==> src/sv/bdpt_pkg.sv <==
// Shared types and constants for the button debounce / press timer unit.
// No dependencies; imported by bdpt_ms_conv, button_debounce_press_timer_unit and the bench.
package bdpt_pkg;

    // Debounce machine state, one-hot
    typedef enum logic [3:0] {
        PH_UP      = 4'b0001,
        PH_FALLING = 4'b0010,
        PH_DOWN    = 4'b0100,
        PH_RISING  = 4'b1000
    } t_phase;

    // Phase codes as reported on the result stream
    localparam logic [1:0] PHASE_CODE_UP      = 2'd0;
    localparam logic [1:0] PHASE_CODE_DOWN    = 2'd1;
    localparam logic [1:0] PHASE_CODE_RISING  = 2'd2;
    localparam logic [1:0] PHASE_CODE_FALLING = 2'd3;

    // Configuration register indexes
    localparam int CFG_IDX_W = 1;
    localparam logic [CFG_IDX_W-1:0] CFG_DEBOUNCE_MS        = 1'b0;
    localparam logic [CFG_IDX_W-1:0] CFG_REPORT_INTERVAL_US = 1'b1;

    localparam int TIME_W     = 32;
    localparam int DEBOUNCE_W = 16;

    localparam logic [DEBOUNCE_W-1:0] DEBOUNCE_MS_RST        = 16'd20;
    localparam logic [TIME_W-1:0]     REPORT_INTERVAL_US_RST = 32'd5000000;

    // us -> ms: floor(t / 1000) == (t * ceil(2^38 / 1000)) >> 38 for any 32-bit t
    localparam int MS_MAGIC_W = 29;
    localparam logic [MS_MAGIC_W-1:0] MS_MAGIC = 29'd274877907;
    localparam int MS_SHIFT  = 38;
    localparam int MS_PROD_W = TIME_W + MS_MAGIC_W;
    localparam int MS_W      = MS_PROD_W - MS_SHIFT;   // 23 bits covers 2^32 / 1000

    // Stream payload widths (bytes-rounded)
    localparam int IN_DATA_W  = 40;
    localparam int OUT_DATA_W = 72;

    function automatic logic [1:0] phase_code(input t_phase ph);
        logic [1:0] code;
        unique case (ph)
            PH_UP:      code = PHASE_CODE_UP;
            PH_DOWN:    code = PHASE_CODE_DOWN;
            PH_RISING:  code = PHASE_CODE_RISING;
            PH_FALLING: code = PHASE_CODE_FALLING;
            default:    code = PHASE_CODE_UP;
        endcase
        return code;
    endfunction

endpackage

==> src/sv/button_debounce_press_timer_unit.sv <==
// Top level: button debouncer with press-duration LED timer and report strobe.
// Depends on bdpt_pkg and bdpt_ms_conv.
//
//  channel   | direction | signals                               | one request carries
//  ----------+-----------+---------------------------------------+------------------------------
//  s_axis    | in        | i_s_axis_tvalid/o_s_axis_tready/tdata | one tick: time_us, button_level
//  m_axis    | out       | o_m_axis_tvalid/i_m_axis_tready/tdata | state after that tick
//  cfg       | in        | i_cfg_valid/o_cfg_ready/index/data    | one register write
//
// One tick per clock sustained unless stalled. A tick passes the input register, the
// millisecond conversion register (the one multiplier), then the state update into
// the result register. Each stage advances independently, so bubbles collapse and a
// new tick is taken while a result waits. The result fields are read straight from
// the state registers, which only change when a tick moves into the result slot.
// Reset (i_rst_n low, synchronous) empties the pipe and restores the register defaults.
// Configuration is always ready; write it only while the pipe is empty.
module button_debounce_press_timer_unit (
    input  logic                                 i_clk,
    input  logic                                 i_rst_n,
    // tdata: [31:0] time_us, [32] button_level, [39:33] zero
    input  logic                                 i_s_axis_tvalid,
    output logic                                 o_s_axis_tready,
    input  logic [bdpt_pkg::IN_DATA_W-1:0]       i_s_axis_tdata,
    // tdata: [0] led, [2:1] button_phase, [34:3] press_total,
    //        [66:35] pending_duration_ms, [67] report_strobe, [71:68] zero
    output logic                                 o_m_axis_tvalid,
    input  logic                                 i_m_axis_tready,
    output logic [bdpt_pkg::OUT_DATA_W-1:0]      o_m_axis_tdata,
    // index 0 debounce_ms (data[15:0]), index 1 report_interval_us
    input  logic                                 i_cfg_valid,
    output logic                                 o_cfg_ready,
    input  logic [bdpt_pkg::CFG_IDX_W-1:0]       i_cfg_index,
    input  logic [bdpt_pkg::TIME_W-1:0]          i_cfg_data
);
    import bdpt_pkg::*;

    // ---------------- configuration ----------------
    logic [DEBOUNCE_W-1:0] r_debounce_ms;
    logic [TIME_W-1:0]     r_report_interval;

    assign o_cfg_ready = 1'b1;

    always_ff @(posedge i_clk) begin
        if (!i_rst_n) begin
            r_debounce_ms     <= DEBOUNCE_MS_RST;
            r_report_interval <= REPORT_INTERVAL_US_RST;
        end else if (i_cfg_valid) begin
            unique case (i_cfg_index)
                CFG_DEBOUNCE_MS:        r_debounce_ms     <= i_cfg_data[DEBOUNCE_W-1:0];
                CFG_REPORT_INTERVAL_US: r_report_interval <= i_cfg_data;
                default:                ;
            endcase
        end
    end

    // ---------------- pipeline handshake ----------------
    logic r_s1_valid, r_s2_valid, r_out_valid;
    logic w_out_ready, w_s2_ready, w_s1_ready;
    logic w_in_fire, w_s1_fire, w_s2_fire;

    assign w_out_ready = !r_out_valid || i_m_axis_tready;
    assign w_s2_ready  = !r_s2_valid || w_out_ready;
    assign w_s1_ready  = !r_s1_valid || w_s2_ready;

    assign w_in_fire = i_s_axis_tvalid && w_s1_ready;
    assign w_s1_fire = r_s1_valid && w_s2_ready;
    assign w_s2_fire = r_s2_valid && w_out_ready;

    assign o_s_axis_tready = w_s1_ready;

    always_ff @(posedge i_clk) begin
        if (!i_rst_n) begin
            r_s1_valid  <= 1'b0;
            r_s2_valid  <= 1'b0;
            r_out_valid <= 1'b0;
        end else begin
            if (w_s1_ready)  r_s1_valid  <= i_s_axis_tvalid;
            if (w_s2_ready)  r_s2_valid  <= r_s1_valid;
            if (w_out_ready) r_out_valid <= r_s2_valid;
        end
    end

    // Stage 1: input register
    logic [TIME_W-1:0] r_s1_us;
    logic              r_s1_level;

    always_ff @(posedge i_clk) begin
        if (w_in_fire) begin
            r_s1_us    <= i_s_axis_tdata[TIME_W-1:0];
            r_s1_level <= i_s_axis_tdata[TIME_W];
        end
    end

    // Stage 2: millisecond time alongside the raw tick
    logic [TIME_W-1:0] r_s2_us;
    logic              r_s2_level;
    logic [MS_W-1:0]   w_s2_ms;

    bdpt_ms_conv u_ms_conv (
        .i_clk     (i_clk),
        .i_en      (w_s1_fire),
        .i_time_us (r_s1_us),
        .o_time_ms (w_s2_ms)
    );

    always_ff @(posedge i_clk) begin
        if (w_s1_fire) begin
            r_s2_us    <= r_s1_us;
            r_s2_level <= r_s1_level;
        end
    end

    // ---------------- state update ----------------
    t_phase            r_phase, n_phase;
    logic [TIME_W-1:0] r_press_start, n_press_start;
    logic [TIME_W-1:0] r_last_change, n_last_change;
    logic [TIME_W-1:0] r_duration, n_duration;
    logic [TIME_W-1:0] r_press_total, n_press_total;
    logic              r_led, n_led;
    logic [TIME_W-1:0] r_deadline, n_deadline;
    logic [TIME_W-1:0] r_last_report, n_last_report;
    logic              r_strobe, n_strobe;

    logic [TIME_W-1:0] w_now_ms;
    logic              w_settled;
    logic [TIME_W-1:0] w_dur_mid;
    logic              w_led_start;
    logic [TIME_W-1:0] w_dur_x1000;
    logic [TIME_W:0]   w_deadline_sum;
    logic              w_led_off;

    assign w_now_ms  = TIME_W'(w_s2_ms);
    assign w_settled = (w_now_ms - r_last_change) >= TIME_W'(r_debounce_ms);

    // Debounce machine; a falling/rising phase is settled by the very next tick
    // without a debounce check.
    always_comb begin
        n_phase       = r_phase;
        n_press_start = r_press_start;
        n_last_change = r_last_change;
        w_dur_mid     = r_duration;
        n_press_total = r_press_total;
        unique case (r_phase)
            PH_UP: begin
                if (!r_s2_level && w_settled) begin
                    n_phase       = PH_FALLING;
                    n_last_change = w_now_ms;
                end
            end
            PH_FALLING: begin
                if (!r_s2_level) begin
                    n_phase       = PH_DOWN;
                    n_press_start = w_now_ms;
                end else begin
                    n_phase = PH_UP;
                end
            end
            PH_DOWN: begin
                if (r_s2_level && w_settled) begin
                    n_phase       = PH_RISING;
                    n_last_change = w_now_ms;
                end
            end
            PH_RISING: begin
                if (r_s2_level) begin
                    n_phase       = PH_UP;
                    w_dur_mid     = w_now_ms - r_press_start;
                    n_press_total = r_press_total + TIME_W'(1);
                end else begin
                    n_phase = PH_DOWN;
                end
            end
            default: n_phase = PH_UP;
        endcase
    end

    // LED: a pending duration lights it once the machine is up and the LED is dark.
    // duration * 1000 as shifts: 1024 - 16 - 8.
    assign w_dur_x1000 = (w_dur_mid << 10) - (w_dur_mid << 4) - (w_dur_mid << 3);
    assign w_deadline_sum = {1'b0, r_s2_us} + {1'b0, w_dur_x1000};
    assign w_led_start = (n_phase == PH_UP) && (w_dur_mid != '0) && !r_led;

    // A fresh deadline is already reached when the add wraps or adds nothing.
    assign w_led_off = w_led_start
        ? (w_deadline_sum[TIME_W] || (w_dur_x1000 == '0))
        : (r_s2_us >= r_deadline);

    always_comb begin
        n_deadline = w_led_start ? w_deadline_sum[TIME_W-1:0] : r_deadline;
        n_duration = w_led_start ? '0 : w_dur_mid;
        n_led      = (r_led || w_led_start) && !w_led_off;
    end

    // Report strobe
    always_comb begin
        n_strobe      = (r_s2_us - r_last_report) >= r_report_interval;
        n_last_report = n_strobe ? r_s2_us : r_last_report;
    end

    always_ff @(posedge i_clk) begin
        if (!i_rst_n) begin
            r_phase       <= PH_UP;
            r_press_start <= '0;
            r_last_change <= '0;
            r_duration    <= '0;
            r_press_total <= '0;
            r_led         <= 1'b0;
            r_deadline    <= '0;
            r_last_report <= '0;
            r_strobe      <= 1'b0;
        end else if (w_s2_fire) begin
            r_phase       <= n_phase;
            r_press_start <= n_press_start;
            r_last_change <= n_last_change;
            r_duration    <= n_duration;
            r_press_total <= n_press_total;
            r_led         <= n_led;
            r_deadline    <= n_deadline;
            r_last_report <= n_last_report;
            r_strobe      <= n_strobe;
        end
    end

    // ---------------- result stream ----------------
    assign o_m_axis_tvalid = r_out_valid;
    assign o_m_axis_tdata  = {4'b0, r_strobe, r_duration, r_press_total,
                              phase_code(r_phase), r_led};

    // ---------------- assertions ----------------
    a_phase_moves_on_update: assert property (@(posedge i_clk) disable iff (!i_rst_n)
        ($past(i_rst_n) && (r_phase != $past(r_phase))) |-> $past(w_s2_fire))
        else $error("debounce phase changed without a tick update");

    a_count_on_release: assert property (@(posedge i_clk) disable iff (!i_rst_n)
        ($past(i_rst_n) && (r_press_total != $past(r_press_total)))
            |-> $past(w_s2_fire && (r_phase == PH_RISING) && r_s2_level))
        else $error("press count moved outside a confirmed release");

    a_led_on_clears_pending: assert property (@(posedge i_clk) disable iff (!i_rst_n)
        ($past(i_rst_n) && $rose(r_led)) |-> ($past(w_s2_fire) && (r_duration == '0)))
        else $error("LED lit but pending duration not consumed");

    a_result_from_stage2: assert property (@(posedge i_clk) disable iff (!i_rst_n)
        ($past(i_rst_n) && $rose(r_out_valid)) |-> $past(r_s2_valid))
        else $error("result appeared without a tick in the update stage");

endmodule

==> src/sv/bdpt_ms_conv.sv <==
// Registered microsecond-to-millisecond converter (reciprocal multiply).
// Depends on bdpt_pkg for the reciprocal constant and widths.
module bdpt_ms_conv (
    input  logic                          i_clk,
    input  logic                          i_en,
    input  logic [bdpt_pkg::TIME_W-1:0]   i_time_us,
    output logic [bdpt_pkg::MS_W-1:0]     o_time_ms
);
    import bdpt_pkg::*;

    logic [MS_PROD_W-1:0] w_prod;
    logic [MS_W-1:0]      r_time_ms;

    assign w_prod = MS_PROD_W'(i_time_us) * MS_PROD_W'(MS_MAGIC);

    always_ff @(posedge i_clk) begin
        if (i_en) begin
            r_time_ms <= w_prod[MS_PROD_W-1:MS_SHIFT];
        end
    end

    assign o_time_ms = r_time_ms;

endmodule

==> config.mk <==
export PLATFORM = sky130hd
export DESIGN_NAME = button_debounce_press_timer_unit
export DESIGN_NICKNAME = d
export VERILOG_FILES = /design/src/sv/bdpt_pkg.sv /design/src/sv/button_debounce_press_timer_unit.sv /design/src/sv/bdpt_ms_conv.sv
export SDC_FILE = /design/constraint.sdc
export NUM_CORES = 2
export LEC_CHECK = 0
export BUFFER_PORTS_ARGS = -buffer_cell sky130_fd_sc_hd__buf_2
export CAP_MARGIN = 20
export CORE_ASPECT_RATIO = 1.5
export CORE_MARGIN = 5
export CORE_UTILIZATION = 55
export CTS_BUF_LIST = sky130_fd_sc_hd__clkbuf_4 sky130_fd_sc_hd__clkbuf_8
export CTS_CLUSTER_SIZE = 28
export DETAILED_ROUTE_END_ITERATION = 8
export HOLD_SLACK_MARGIN = 0.08
export PLACE_DENSITY = 0.71
export SYNTH_ARGS = -nofsm -noshare
export SYNTH_HDL_FRONTEND = slang
export SYNTH_SLANG_ARGS = --single-unit
==> constraint.sdc <==
create_clock -name i_clk -period 18.55 [get_ports i_clk]
set_input_delay 1.855 -clock i_clk [delete_from_list [all_inputs] [get_ports i_clk]]
set_output_delay 1.855 -clock i_clk [all_outputs]
set_load 0.05 [all_outputs]
-- Word level (Yosys, flattened, before mapping)
Index checks and enable logic that the tools add are counted.
- register bits: 329
- latch bits: 0
- RAM bits: 0
- memory bits (read-only): 0
- bits of input ports: 78
- output and inout bits: 75
- memories kept: 0
- add/sub/neg operators: 7
- $mul: 1
- div/mod/pow operators: 0
- magnitude comparators: 3
- equal/unequal tests: 7
- shifts and indexed selects: 0
- multiplexer cells: 12
- bitwise gates (word level): 2
- reduce and logical (&&, ||, !) cells: 30
- operator list (operator ; count):
    $mux 32 ; 5
    $sub 32x32->32 ; 3
    $ge 32x32->1 ; 2
    $pmux 32 s2 ; 1
    $mul 32x29->61 const B ; 1
    $add 32x32->33 ; 1
    $add 32x1->32 const B ; 1
    $ge 32x16->1 ; 1
    $logic_not 32->1 ; 1
    $reduce_bool 32->1 ; 1
    $sub 23x32->32 ; 1
    $sub 23x23->24 ; 1
    $pmux 4 s3 ; 1
    $eq 4x1->1 const B ; 2
    $logic_and 1x1->1 ; 8
    $mux 4 ; 2
    $reduce_and 2->1 ; 4
    $logic_not 1->1 ; 6
    $pmux 2 s3 ; 1
    $reduce_and 3->1 ; 2
    $logic_or 1x1->1 ; 5
    $eq 4x2->1 const B ; 1
    $eq 4x3->1 const B ; 1
    $eq 4x4->1 const B ; 1
    7 further kinds ; 9

-- Logic depth before layout (Yosys ltp)
- word-level depth: 11
- mapped depth: 33

-- By module
From an unflattened synthesis, not the netlist that was laid out.
- cell total of the unflattened synthesis: 3829
- area, all modules: 35350.2 µm²
- modules (own cells, without submodules) (module ; instances ; cells an instance ; area each (µm²)):
    button_debounce_press_timer_unit ; 1 ; 2398 ; 20594.8
    bdpt_ms_conv ; 1 ; 1431 ; 14755.4

-- Least setup slack after synthesis
OpenSTA, ideal clock, no wires.
- path kind: register -> register
- from: register r_s1_us[23]
- to: register u_ms_conv.r_time_ms[16], in the netlist u_ms_conv.o_time_ms[16] (data pin)
- setup time: 0.180 ns
- arrival time: 6.544 ns
- required time: 18.370 ns
- path slack: 11.826 ns
- stages on the path, launching flop included: 22
- path buffers: 0
- clock period less this slack: 6.724 ns
- cells stage by stage: edfxtp_1 -> ha_1 -> fa_1 -> fa_1 -> fa_1 -> fa_1 -> inv_1 -> fa_1 -> inv_1 -> fa_1 -> fa_1 -> ha_1 -> nand4_1 -> nor3_1 -> o221ai_1 -> a31oi_1 -> nand2_1 -> o21ai_1 -> a221o_1 -> nand3_1 -> or3_1 -> a221oi_1
- longest elaborated chain between the ends: 1
- ends and longest elaborated chain (element ; line ; text):
    start: declaration ; button_debounce_press_timer_unit.sv:84 ; logic [TIME_W-1:0] r_s1_us;
    start signal: assignment ; button_debounce_press_timer_unit.sv:89 ; r_s1_us <= i_s_axis_tdata[TIME_W-1:0];
    $mul 32x29->61 ; bdpt_ms_conv.sv:14 ; assign w_prod = MS_PROD_W'(i_time_us) * MS_PROD_W'(MS_MAGIC);
    net u_ms_conv.w_prod[54] ; bdpt_ms_conv.sv:11 ; logic [MS_PROD_W-1:0] w_prod;
    end signal: assignment ; bdpt_ms_conv.sv:18 ; r_time_ms <= w_prod[MS_PROD_W-1:MS_SHIFT];
    end: declaration ; bdpt_ms_conv.sv:12 ; logic [MS_W-1:0] r_time_ms;
The timed path passes the listed nets, and every way through them passes these cells.
A chain may end at the register's enable or synchronous reset.

-- Final worst setup path
- from: register u_ms_conv.r_time_ms[0], in the netlist u_ms_conv.o_time_ms[0]
- to: register r_deadline[31]
- longest elaborated chain between the ends: 9
- elaborated cells on any way between the ends: 18
- those cells by class: 5 x add/sub; 1 x order compare; 1 x eq/ne; 5 x mux; 6 x reduce/logical
- ends and longest elaborated chain (element ; line ; text):
    branches (longest 9 deep; another with $add 32x32->33) ; - ;
    end signal: assignment ; button_debounce_press_timer_unit.sv:218 ; r_deadline <= n_deadline;
    end: declaration ; button_debounce_press_timer_unit.sv:120 ; logic [TIME_W-1:0] r_deadline, n_deadline;
Several ways; the timed one is not identified.

==> flow_summary.yaml <==
status:
  outcome: "complete, no violations"
timing:
  clock_skew_ns: 0.0483
  slew_violations: 0
  fmax_ghz: 0.120
  worst_slew_pin_slew_ns: 1.09
  finalSetupViolations: 0
  rsz0062_at_grt: "no"
  hold_viol: 0
  relSlewSlack: 0.275
  period_minus_slack_ns: 8.37
  fin_setup_tns_ns: 0
  whs_ns: 0.447
  min_period_over_period: 0.451
cells_and_area:
  syn2layout_area_growth_pct: 8.02
  drive_gt1_frac: 0.0727
  instances_no_fill: 4757
  finalNetCount: 4930
  fin_util: 0.597
floorplanning:
  rows: 113
  initial_utilization: 0.552
  die-area_um2: 68600
  dieWidth_um: 215
  ioPinCount: 153
  fp.coreArea_um2: 63100
  die_h_um: 318
worst_hold_path:
  min_path_cells: 0
  hold_path_class: "reg -> reg"
setup_path:
  startpoint: "u_ms_conv.o_time_ms[0]$_DFFE_PP_"
  cp.arrival_ns: 8.96
  cp_slowest_cell: "mux2i_1"
  worstSetupPathType: "reg -> reg"
  cp.required_ns: 19.14
  r2r_end: "r_deadline[31]$_SDFFE_PN0P_"
  r2r_cells: 30
  setup.worst_path.end: "r_deadline[31]$_SDFFE_PN0P_"
  cpPeakStageDelay_ns: 0.77
  end_kind: "register"
  worstPathMaxFanout: 8
  r2r-start: "u_ms_conv.o_time_ms[0]$_DFFE_PP_"
  rrSetupSlack_ns: 10.18
  cp_common_cell: "a21oi_1"
  critPathLaunchType: "register"
synthesis:
  synthAdderAreaFrac: 0.409
  synth_flop_cell: "dfxtp_1"
  synth.mux.area_fraction: 0.0204
  synth-simple-area-share: 0.104
  synth_edf_count: 89
  synthTopCellsByArea: "ha_1 22%, fa_1 19%, dfxtp_1 13%"
  synth_cells: 3767
  synthesis.area_um2: 34800
  synth_compound_gate_area_share: 0.136
  synth_xor_area_frac: 0.0397
  synth_seq_cells: 320
  syn_avg_cell_area_um2: 9.25
  synth_top_family_by_area: "adder cells"
  synth_area_leader_cell: "ha_1"
  synth_top_area_frac: 0.223
  async_flop_share: 0
  yosysWarnings: 0
  ys_seq_area_frac: 0.209
  synth_cell_type_count: 81
global_routing:
  grt_first_pass_wirelength_um: 143000
  grt_max_degree: 127
  antenna_found_initial: 1
  track_usage: 0.259
  grt_pass1_vias: 27508
  overflow: 0
route:
  first_iter_violations: 1316
  drtPass1Iterations: 5
  wirelength_um: 89800
  ant_nets: 0
  vias_per_cell: 5.65
  post_drt_wl_per_cell_um: 18.9
  route.detailed.drc: 0
  dr_total_vias: 26873
clocking:
  htreeDepth: 2
  clkLatencyLatePin_ns: 0.69
  clock_sinks: 320
  clk_path_buf_depth: 3
  cts_resized: 0
  cts_setup_buffers: 0
  cts_buffers: 55
  cts_root_buf: "clkbuf_8"
  cts_tree: "yes"
  path_clk_slew_ns: 0.08
  postCtsHoldBufs: 0
placement:
  place_congestion: 0.911
  dp.cells: 4656
  hpwlAfterDp_um: 71400
  port_buffers: 140
run:
  maxCapViolCount: 0
[final cells by class]
class | count | area (um^2)
repair buffers | 174 | 956
multi-input cells | 2703 | 24700
well taps | 805 | 1010
fillers | 5551 | 25400
clock inverters | 28 | 264
flip-flops and latches | 320 | 7300
diodes | 2 | 5.00
inverters | 654 | 2460
clock buffers | 71 | 902
[routing by layer]
metal  vias to the layer above  global-route usage  part of all wire
li1                      13043                   -                 -
met5                         -                   0                 0
met2                       562               0.488              0.53
met1                     13033               0.290              0.39
met4                         0               0.127             0.056
met3                       235              0.0255             0.033
[per-stage QoR]
stage                     setup slack [ns]  cell area, um^2
final                                10.18            37600
after CTS                            10.29            37600
after global placement               10.36            36500
after detailed placement             10.32            36500
after global routing                  9.65            37600
after floorplan                      11.83            34800
[flip-flops by register name (all words and copies together) (netlist names), 4 cells and up]
register / flops
r_press_total: 32
r_report_interval: 32
r_deadline: 32
r_last_report: 32
r_s1_us: 32
r_debounce_ms: 16
r_press_start: 23
r_s2_us: 32
r_phase: 4
u_ms_conv.o_time_ms: 23
r_duration: 32
r_last_change: 23
[cell usage in the layout (no fill, tap or decap), types with 21 or more instances in the layout]
master	n
inv_1	653
ha_1	621
fa_1	323
nand2_1	267
a21oi_1	242
nor2_1	237
dfxtp_1	231
buf_2	140
xnor2_1	99
a21o_1	95
edfxtp_1	89
o21ai_0	87
nand3_1	76
mux2i_1	70
xor2_1	59
clkbuf_8	59
o21ai_1	37
nand4_1	36
nor3_1	34
o31ai_1	34
buf_4	34
o21a_1	32
a22oi_1	27
a211oi_1	26
nand2b_1	24
o211ai_1	21
[Yosys cell counts (34+ instances only)]
cell	count
edfxtp_1	89
o21ai_1	37
nand3_1	76
o31ai_1	34
xor2_1	59
nand2_1	267
nor2_1	237
fa_1	323
o21ai_0	87
dfxtp_1	231
ha_1	621
clkbuf_1	65
a21o_1	95
xnor2_1	99
nor3_1	35
a21oi_1	242
mux2i_1	70
inv_1	653
nand4_1	36
[worst max-delay path: cells and delay by family, from the launching register on]
kind,cells,cell delay (ns)
xor+xnor,3,0.49
mux,1,0.77
fa+ha+maj,5,1.96
simple gates,2,0.25
compound gates,18,4.26
flops,1,0.44
buf+inv,1,0.09
[kinds of logic after synthesis]
kind of cell | Yosys count
xor gates and xnor gates | 158
muxes | 71
buffers and inverters | 747
and+or+nand+nor | 789
other | 2
adders and majority gates | 944
AOI/OAI and AO/OA | 736
DFF | 320
[worst min-delay path by stage]
stage	startpoint	endpoint	slack, ns
3_5_place_dp	r_s1_level$_DFFE_PP_	r_s2_level$_DFFE_PP_	0.44
4_1_cts	r_s1_level$_DFFE_PP_	r_s2_level$_DFFE_PP_	0.45
6_report	r_s1_level$_DFFE_PP_	r_s2_level$_DFFE_PP_	0.45
2_1_floorplan	r_s1_level$_DFFE_PP_	r_s2_level$_DFFE_PP_	0.40
5_1_grt	r_s1_level$_DFFE_PP_	r_s2_level$_DFFE_PP_	0.46
3_3_place_gp	r_press_start[10]$_SDFFE_PN0P_	r_press_start[10]$_SDFFE_PN0P_	0.44
Power is not shown: default switching activity piles up to over one toggle a cycle in this logic, so the estimate is an artifact.
